<file path="src/design/tks_pkg.sv">
// Shared types and state codes for the top-k softmax sampler.
package tks_pkg;

    typedef struct packed {
        logic signed [15:0] logit;
        logic [17:0]        token_index;
        logic [15:0]        random_draw;
        logic               last;
    } tks_item_t;

    typedef struct packed {
        logic [17:0] chosen_index;
        logic        overflow;
    } tks_result_t;

    typedef enum logic [2:0] {
        ST_LOAD,
        ST_SUM,
        ST_TARGET,
        ST_SCAN,
        ST_OUT
    } tks_state_t;

    typedef struct packed {
        logic load;
        logic walk_start;
        logic scan_mode;
        logic calc_target;
        logic row_clear;
    } tks_cmd_t;

    typedef struct packed {
        logic walk_done;
    } tks_status_t;

endpackage

</file>
<file path="src/design/tks_ctrl.sv">
// Sequencer for row loading, weight summing and cumulative scan.
module tks_ctrl (
    input  logic                 clk,
    input  logic                 rst_n,
    input  logic                 start,
    input  logic                 item_last,
    input  tks_pkg::tks_status_t status,
    output tks_pkg::tks_cmd_t    cmd,
    output logic                 busy,
    output logic                 done
);
    import tks_pkg::*;

    tks_state_t state_reg, state_next;

    always_ff @(posedge clk or negedge rst_n)
    begin
        if (!rst_n)
        begin
            state_reg <= ST_LOAD;
        end
        else
        begin
            state_reg <= state_next;
        end
    end

    always_comb
    begin
        state_next = state_reg;
        cmd        = '0;
        busy       = 1'b1;
        done       = 1'b0;
        unique case (state_reg)
            ST_LOAD:
            begin
                busy = 1'b0;
                if (start)
                begin
                    cmd.load = 1'b1;
                    if (item_last)
                    begin
                        cmd.walk_start = 1'b1;
                        state_next     = ST_SUM;
                    end
                end
            end
            ST_SUM:
            begin
                if (status.walk_done)
                begin
                    state_next = ST_TARGET;
                end
            end
            ST_TARGET:
            begin
                cmd.calc_target = 1'b1;
                cmd.walk_start  = 1'b1;
                cmd.scan_mode   = 1'b1;
                state_next      = ST_SCAN;
            end
            ST_SCAN:
            begin
                cmd.scan_mode = 1'b1;
                if (status.walk_done)
                begin
                    state_next = ST_OUT;
                end
            end
            ST_OUT:
            begin
                done          = 1'b1;
                cmd.row_clear = 1'b1;
                state_next    = ST_LOAD;
            end
            default:
            begin
                state_next = ST_LOAD;
            end
        endcase
    end

endmodule

</file>
<file path="src/design/tks_datapath.sv">
// Candidate stores, weight pipeline, accumulators and selection registers.
module tks_datapath #(
    parameter int MAX_CANDIDATES    = 64,
    parameter int EXP_TABLE_ENTRIES = 256
) (
    input  logic                 clk,
    input  logic                 rst_n,
    input  tks_pkg::tks_item_t   item,
    input  logic                 cfg_write,
    input  logic [15:0]          cfg_data,
    input  tks_pkg::tks_cmd_t    cmd,
    output tks_pkg::tks_status_t status,
    output tks_pkg::tks_result_t result
);
    import tks_pkg::*;

    localparam int AW = (MAX_CANDIDATES > 1) ? $clog2(MAX_CANDIDATES) : 1;
    localparam int CW = $clog2(MAX_CANDIDATES + 1);
    localparam int SW = 16 + CW;
    localparam int TW = $clog2(EXP_TABLE_ENTRIES);

    typedef logic [15:0] exp_tbl_t [EXP_TABLE_ENTRIES];

    // Entry j is round(65535 * e^(-j/16)), built in Q60 fixed point.
    function automatic exp_tbl_t build_exp();
        logic [63:0]  step;
        logic [63:0]  term;
        logic [63:0]  v;
        logic [63:0]  w;
        logic [127:0] pr;
        exp_tbl_t     t;
        step = 64'd1 << 60;
        term = 64'd1 << 60;
        term = term / 16;  step = step - term;
        term = term / 32;  step = step + term;
        term = term / 48;  step = step - term;
        term = term / 64;  step = step + term;
        term = term / 80;  step = step - term;
        term = term / 96;  step = step + term;
        term = term / 112; step = step - term;
        term = term / 128; step = step + term;
        term = term / 144; step = step - term;
        term = term / 160; step = step + term;
        term = term / 176; step = step - term;
        term = term / 192; step = step + term;
        term = term / 208; step = step - term;
        term = term / 224; step = step + term;
        term = term / 240; step = step - term;
        term = term / 256; step = step + term;
        term = term / 272; step = step - term;
        term = term / 288; step = step + term;
        term = term / 304; step = step - term;
        term = term / 320; step = step + term;
        v = 64'd1 << 60;
        for (int j = 0; j < EXP_TABLE_ENTRIES; j++)
        begin
            w    = (v + (64'd1 << 19)) >> 20;
            t[j] = 16'((64'd65535 * w + (64'd1 << 39)) >> 40);
            pr   = 128'(v) * 128'(step);
            v    = 64'((pr + (128'd1 << 59)) >> 60);
        end
        return t;
    endfunction

    localparam exp_tbl_t EXP_TBL = build_exp();

    logic signed [15:0] logit_mem [MAX_CANDIDATES];
    logic [17:0]        index_mem [MAX_CANDIDATES];

    logic [15:0]        inv_reg;
    logic [CW-1:0]      count_reg;
    logic signed [15:0] max_reg;
    logic               drop_reg;
    logic [15:0]        draw_reg;
    logic [AW-1:0]      addr_reg;
    logic               issue_reg;
    logic               v1_reg, v2_reg, v3_reg;
    logic signed [15:0] lg1_reg;
    logic [17:0]        tk1_reg, tk2_reg, tk3_reg;
    logic [31:0]        prod2_reg;
    logic [15:0]        w3_reg;
    logic [SW-1:0]      sum_reg, cum_reg, target_reg;
    logic               found_reg;
    logic [17:0]        chosen_reg, last_tk_reg;

    logic               room;
    logic [AW-1:0]      wr_addr;
    logic signed [16:0] diff;
    logic [15:0]        diff_mag;
    logic [20:0]        mag;
    logic [12:0]        mag_sat;
    logic [8:0]         slot;
    logic [TW-1:0]      slot_sat;
    logic [SW-1:0]      cum_next;
    logic [SW+15:0]     target_prod;

    assign room    = (count_reg < CW'(MAX_CANDIDATES));
    assign wr_addr = count_reg[AW-1:0];
    assign diff    = 17'(max_reg) - 17'(lg1_reg);
    assign diff_mag = diff[16] ? 16'd0 : diff[15:0];

    always_comb
    begin
        mag     = 21'((33'(prod2_reg) + 33'd4095) >> 12);
        mag_sat = (mag > 21'd4096) ? 13'd4096 : mag[12:0];
        slot    = 9'((mag_sat + 13'd8) >> 4);
        if (32'(slot) > 32'(EXP_TABLE_ENTRIES - 1))
        begin
            slot_sat = TW'(EXP_TABLE_ENTRIES - 1);
        end
        else
        begin
            slot_sat = TW'(slot);
        end
    end

    assign cum_next    = cum_reg + SW'(w3_reg);
    assign target_prod = (SW + 16)'(draw_reg) * (SW + 16)'(sum_reg);

    // Stores: written during loading, read with a registered port while walking.
    always_ff @(posedge clk)
    begin
        if (cmd.load && room)
        begin
            logit_mem[wr_addr] <= item.logit;
            index_mem[wr_addr] <= item.token_index;
        end
        lg1_reg <= logit_mem[addr_reg];
        tk1_reg <= index_mem[addr_reg];
    end

    // Payload stages of the weight pipeline.
    always_ff @(posedge clk)
    begin
        prod2_reg <= 32'(diff_mag) * 32'(inv_reg);
        tk2_reg   <= tk1_reg;
        w3_reg    <= EXP_TBL[slot_sat];
        tk3_reg   <= tk2_reg;
        if (cmd.calc_target)
        begin
            target_reg <= SW'(target_prod >> 16);
        end
        if (cmd.load && item.last)
        begin
            draw_reg <= item.random_draw;
        end
    end

    always_ff @(posedge clk or negedge rst_n)
    begin
        if (!rst_n)
        begin
            inv_reg     <= 16'd4096;
            count_reg   <= '0;
            max_reg     <= -16'sd32768;
            drop_reg    <= 1'b0;
            addr_reg    <= '0;
            issue_reg   <= 1'b0;
            v1_reg      <= 1'b0;
            v2_reg      <= 1'b0;
            v3_reg      <= 1'b0;
            sum_reg     <= '0;
            cum_reg     <= '0;
            found_reg   <= 1'b0;
            chosen_reg  <= '0;
            last_tk_reg <= '0;
        end
        else
        begin
            if (cfg_write)
            begin
                inv_reg <= cfg_data;
            end
            if (cmd.load)
            begin
                if (room)
                begin
                    count_reg <= count_reg + 1'b1;
                    if (item.logit > max_reg)
                    begin
                        max_reg <= item.logit;
                    end
                end
                else
                begin
                    drop_reg <= 1'b1;
                end
            end
            if (cmd.row_clear)
            begin
                count_reg <= '0;
                max_reg   <= -16'sd32768;
                drop_reg  <= 1'b0;
            end

            v1_reg <= issue_reg;
            v2_reg <= v1_reg;
            v3_reg <= v2_reg;

            if (cmd.walk_start)
            begin
                addr_reg  <= '0;
                issue_reg <= 1'b1;
                cum_reg   <= '0;
                found_reg <= 1'b0;
                if (!cmd.scan_mode)
                begin
                    sum_reg <= '0;
                end
            end
            else if (issue_reg)
            begin
                if (CW'(addr_reg) + 1'b1 >= count_reg)
                begin
                    issue_reg <= 1'b0;
                end
                else
                begin
                    addr_reg <= addr_reg + 1'b1;
                end
            end

            if (v3_reg)
            begin
                if (cmd.scan_mode)
                begin
                    cum_reg     <= cum_next;
                    last_tk_reg <= tk3_reg;
                    if (!found_reg && (cum_next >= target_reg))
                    begin
                        found_reg  <= 1'b1;
                        chosen_reg <= tk3_reg;
                    end
                end
                else
                begin
                    sum_reg <= sum_reg + SW'(w3_reg);
                end
            end
        end
    end

    assign status.walk_done    = !issue_reg && !v1_reg && !v2_reg && !v3_reg;
    assign result.chosen_index = found_reg ? chosen_reg : last_tk_reg;
    assign result.overflow     = drop_reg;

endmodule

</file>
<file path="src/design/top_k_softmax_sampler_top.sv">
// Top level of the top-k softmax sampler: controller plus datapath.
// A request that is not last is taken while busy is low; busy stays low after it.
// A last request starts two walks over the N stored candidates, the
// summing walk and then the scanning walk, each through the store read
// port and weight pipeline; busy stays high from then until the result
// strobe ends.
// Reset (rst_n, asynchronous, active low) empties the row and sets
// inv_temperature to 4096; the receiver cannot stall the one-cycle result.
module top_k_softmax_sampler_top #(
    parameter int MAX_CANDIDATES    = 64,
    parameter int EXP_TABLE_ENTRIES = 256
) (
    input  logic                 clk,
    input  logic                 rst_n,
    input  logic                 start,
    output logic                 busy,
    input  tks_pkg::tks_item_t   item,
    input  logic                 cfg_write,
    input  logic [15:0]          cfg_data,
    output logic                 done,
    output tks_pkg::tks_result_t result
);
    import tks_pkg::*;

    // Commands from the sequencer and the walk status back to it.
    tks_cmd_t    cmd;
    tks_status_t status;

    // The controller accepts a request whenever it is loading; a last
    // request switches it into the summing and scanning walks.
    tks_ctrl u_ctrl (
        .clk       (clk),
        .rst_n     (rst_n),
        .start     (start),
        .item_last (item.last),
        .status    (status),
        .cmd       (cmd),
        .busy      (busy),
        .done      (done)
    );

    // The datapath holds the stores, the running maximum and the
    // table-driven weight pipeline shared by both walks.
    tks_datapath #(
        .MAX_CANDIDATES    (MAX_CANDIDATES),
        .EXP_TABLE_ENTRIES (EXP_TABLE_ENTRIES)
    ) u_datapath (
        .clk       (clk),
        .rst_n     (rst_n),
        .item      (item),
        .cfg_write (cfg_write),
        .cfg_data  (cfg_data),
        .cmd       (cmd),
        .status    (status),
        .result    (result)
    );

endmodule

</file>
<file path="config.mk">
export PLATFORM = sky130hd
export DESIGN_NAME = top_k_softmax_sampler_top
export DESIGN_NICKNAME = d
export VERILOG_FILES = /design/src/design/tks_pkg.sv /design/src/design/tks_ctrl.sv /design/src/design/tks_datapath.sv /design/src/design/top_k_softmax_sampler_top.sv
export SDC_FILE = /design/constraint.sdc
export NUM_CORES = 2
export LEC_CHECK = 0
export ABC_AREA = 1
export BUFFER_PORTS_ARGS = -buffer_cell sky130_fd_sc_hd__buf_2
export CORE_MARGIN = 1.5
export CORE_UTILIZATION = 45
export CTS_BUF_LIST = sky130_fd_sc_hd__clkbuf_4 sky130_fd_sc_hd__clkbuf_8
export DETAILED_ROUTE_END_ITERATION = 6
export HOLD_SLACK_MARGIN = 0.12
export PLACE_DENSITY = 0.63
export SETUP_SLACK_MARGIN = 0.4
export SKIP_CTS_REPAIR_TIMING = 1
export SLEW_MARGIN = 20
export SYNTH_ARGS = -nofsm -noshare
export SYNTH_HDL_FRONTEND = slang
export SYNTH_SLANG_ARGS = --single-unit
</file>
<file path="constraint.sdc">
create_clock -name clk -period 10.3 [get_ports clk]
set_input_delay 0.515 -clock clk [delete_from_list [all_inputs] [get_ports clk]]
set_output_delay 0.515 -clock clk [all_outputs]
set_load 0.01 [all_outputs]
</file>
==> results.yml <==
power_and_ir_drop:
  leakage_nw: 49.3
  comb_power_share_pct: 14.2
  totalPowerFinal_mw: 22.5
  swShare_pct: 27.0
  internal-power_mw: 16.4
  p_clk_share_pct: 36.2
  p_switching_mw: 6.06
  seqPwrFrac_pct: 49.6
  powerDensity_mw_per_mm2: 169
  peakVddDrop_mv: 0.173
sta:
  tns_ns: 0
  clock_skew_ns: 0.150
  fin_crit_sh_pct: 89.1
  rsz0062_at_grt: "no"
  period_minus_slack_ns: 9.17
  setup_viol: 0
  hold_ws_ns: 0.0812
  relSlewSlack_pct: 21.5
  hold_viol: 0
  tightest_slew_ns: 1.18
  fmax_mhz: 109
  slew_viol_final: 0
cells_and_area:
  fin_util_pct: 50.0
  areaGrowthSynthToFinish_pct: 10.6
  multi_input_area_mm2: 0.0420
  final-seq-area_mm2: 0.0723
  final_nets: 11785
  largest_reg_flops: 1152
  layout_commonest_cell: "edfxtp_1"
  nFillCells: 23410
  mostFrequentLayoutCells: "edfxtp_1 (2215), nor2_1 (1736), o21ai_0 (1558), nand2_1 (1170), inv_1 (947)"
  drive_gt1_share_pct: 9.29
status:
  violations: "design-rule violations"
  status: "finished, violations left"
critical_path:
  worstPathMaxFanout: 10
  worstPathRequired_ns: 11.14
  path_class: "flip-flop to flip-flop"
  worst_ep_arrival_time_ns: 10.02
  crit_path_start_kind: "flip-flop"
  critPathMaxStageDelay_ns: 0.58
  critPathSlowestCell: "fa_1"
  cp-end-kind: "flip-flop"
drt:
  post_drt_wl_per_cell_um: 24.9
  drt_first_iter_violations: 10057
  drtAntennaViolNets: 0
  vias_per_cell: 5.78
  dr.pass1.iters: 7
  drt_wl_total_um: 368000
  drc_errors: 24
  vias: 85295
synthesis:
  synth_cells: 10792
  synth_edf_count: 2215
  syn-cell-area_mm2: 0.120
  synth-seq-cells: 2469
  yosysSeqAreaShare_pct: 60.3
  syn_area_per_cell_um2: 11.1
  synthArstFlopShare_pct: 5.51
  synth_nets: 11675
  synth_warnings: 0
  ys_types: 60
  synth_flop_cell: "edfxtp_1"
clock_tree:
  clock-sinks: 2469
  root_buffer: "clkbuf_8"
  cts_tree: "done"
  max-clock-path-buffers: 4
  path_clk_slew_ns: 0.06
  cts_max_level: 5
  worstSkewPairLatency_ns: 1.06
  numCtsBuffers: 394
grt:
  grt_usage_pct: 26.8
  antenna_found_initial: 28
  grt_max_degree: 217
  grt_overflow: 0
  grt_pass1_wl_um: 541000
  first_global_vias: 84123
die:
  die_area_mm2: 0.270
  fp.coreArea_mm2: 0.265
  start_util_pct: 45.2
  ios: 92
  die_height_um: 519
  placementRows: 189
  die_w_um: 519
placement:
  port_buffers: 91
  place_congestion: 0.905
  place_hpwl_um: 214000
flow_run:
  max_cap_viol_count: 0
worst_hold_path:
  hold_class: "input pin to flip-flop"
## Yosys cell counts (7+ instances only)
library cell	n	share of area, %
dfxtp_1	118	2.0
a21oi_1	155	0.65
nand2_1	1170	3.7
buf_1	28	0.088
o21ai_0	1560	6.5
clkinv_1	14	0.044
nor3_1	25	0.10
nand3_1	172	0.72
buf_2	14	0.058
o32ai_1	29	0.21
o22ai_1	684	3.6
xnor2_1	27	0.20
edfxtp_1	2215	55
ha_1	324	3.4
nor2_2	8	0.042
dfrtp_1	134	2.8
buf_4	8	0.050
clkbuf_1	572	1.8
inv_1	951	3.0
nand4_1	43	0.22
or2_2	7	0.037
nand2_2	12	0.063
a22o_1	13	0.095
fa_1	488	8.1
a31oi_1	14	0.073
o211ai_1	17	0.11
o21a_1	11	0.069
inv_2	11	0.034
o221ai_1	11	0.080
nor2_1	1801	5.6
o21ai_1	14	0.058
xor2_1	62	0.45
nand3_2	8	0.067
## final timing paths
path | from | end | slack (ns) | depth (start not counted)
min | cfg_write | u_datapath.inv_reg[12]$_DFFE_PN1P_ | 0.08 | 3
min in group asynchronous | rst_n | u_datapath.count_reg[6]$_DFFE_PN0P_ | 0.65 | 4
max reg2reg | u_datapath.max_reg[0]$_DFFE_PN0P_ | u_datapath.prod2_reg[27]$_DFF_P_ | 1.13 | 42
max | u_datapath.max_reg[0]$_DFFE_PN0P_ | u_datapath.prod2_reg[27]$_DFF_P_ | 1.13 | 42
min reg2reg | u_datapath.tk2_reg[5]$_DFF_P_ | u_datapath.tk3_reg[5]$_DFF_P_ | 0.30 | 0
max in group asynchronous | rst_n | u_datapath.sum_reg[19]$_DFF_PN0_ | 8.61 | 4
## metal layers
layer	global-route usage (%)	vias to the layer above	share of wire, %
met2	42.5	4230	46
met1	36.4	42534	41
met3	4.45	799	9.2
met5	0	-	0.026
met4	11.6	14	4.7
li1	-	37718	-
## logic make-up (layout without fill, tap and decap cells)
| logic type | after synthesis | in the layout | synth area share, % |
|---|---|---|---|
| AO/OA/AOI/OAI | 2547 | 2547 | 11.7 |
| XOR/XNOR | 89 | 89 | 0.650 |
| adder cells (fa/ha/maj) | 812 | 812 | 11.5 |
| buffers and inverters | 1603 | 2017 | 5.09 |
| flip-flops | 2469 | 2469 | 60.3 |
| other | 0 | 9 | 0 |
| AND/OR/NAND/NOR | 3272 | 3272 | 10.7 |
## worst max-delay path, delay by kind of cell (launching register included)
kind / cells / cell delay [ns]
AOI/OAI and AO/OA: 10 / 2.15
xor gates and xnor gates: 1 / 0.17
adders and majority gates: 9 / 3.86
buffers and inverters: 8 / 0.92
DFF: 1 / 0.38
and+or+nand+nor: 14 / 1.58
## power by group through the flow
stage | clock network, mW | registers [mW] | logic (mW)
after detailed placement | 0 | 11.3 | 3.13
after CTS | 8.25 | 11.1 | 3.16
after global routing | 8.65 | 11.1 | 3.62
after global placement | 0 | 11.3 | 3.12
after floorplan | 0 | 11.3 | 2.17
final | 8.14 | 11.1 | 3.20
## per-stage QoR
| stage | cell area [um^2] | worst slack (ns) | instances |
|---|---|---|---|
| floorplan | 120000 | 2.20 | 10792 |
| global placement | 125000 | 1.06 | 13987 |
| detailed placement | 125000 | 1.10 | 13987 |
| CTS | 132000 | 1.07 | 14687 |
| global route | 133000 | 0.422 | 14740 |
| finish | 133000 | 1.13 | 14748 |
## layout make-up
type,count,area share (%)
Antenna cell,9,0.0170
Tap cell,3533,3.33
Clock buffer,543,5.02
Multi-Input combinational cell,6720,31.7
Timing Repair Buffer,341,2.00
Clock inverter,157,0.652
Inverter,976,2.78
Sequential cell,2469,54.5
No activity file was read; power rests on OpenSTA's default activity.
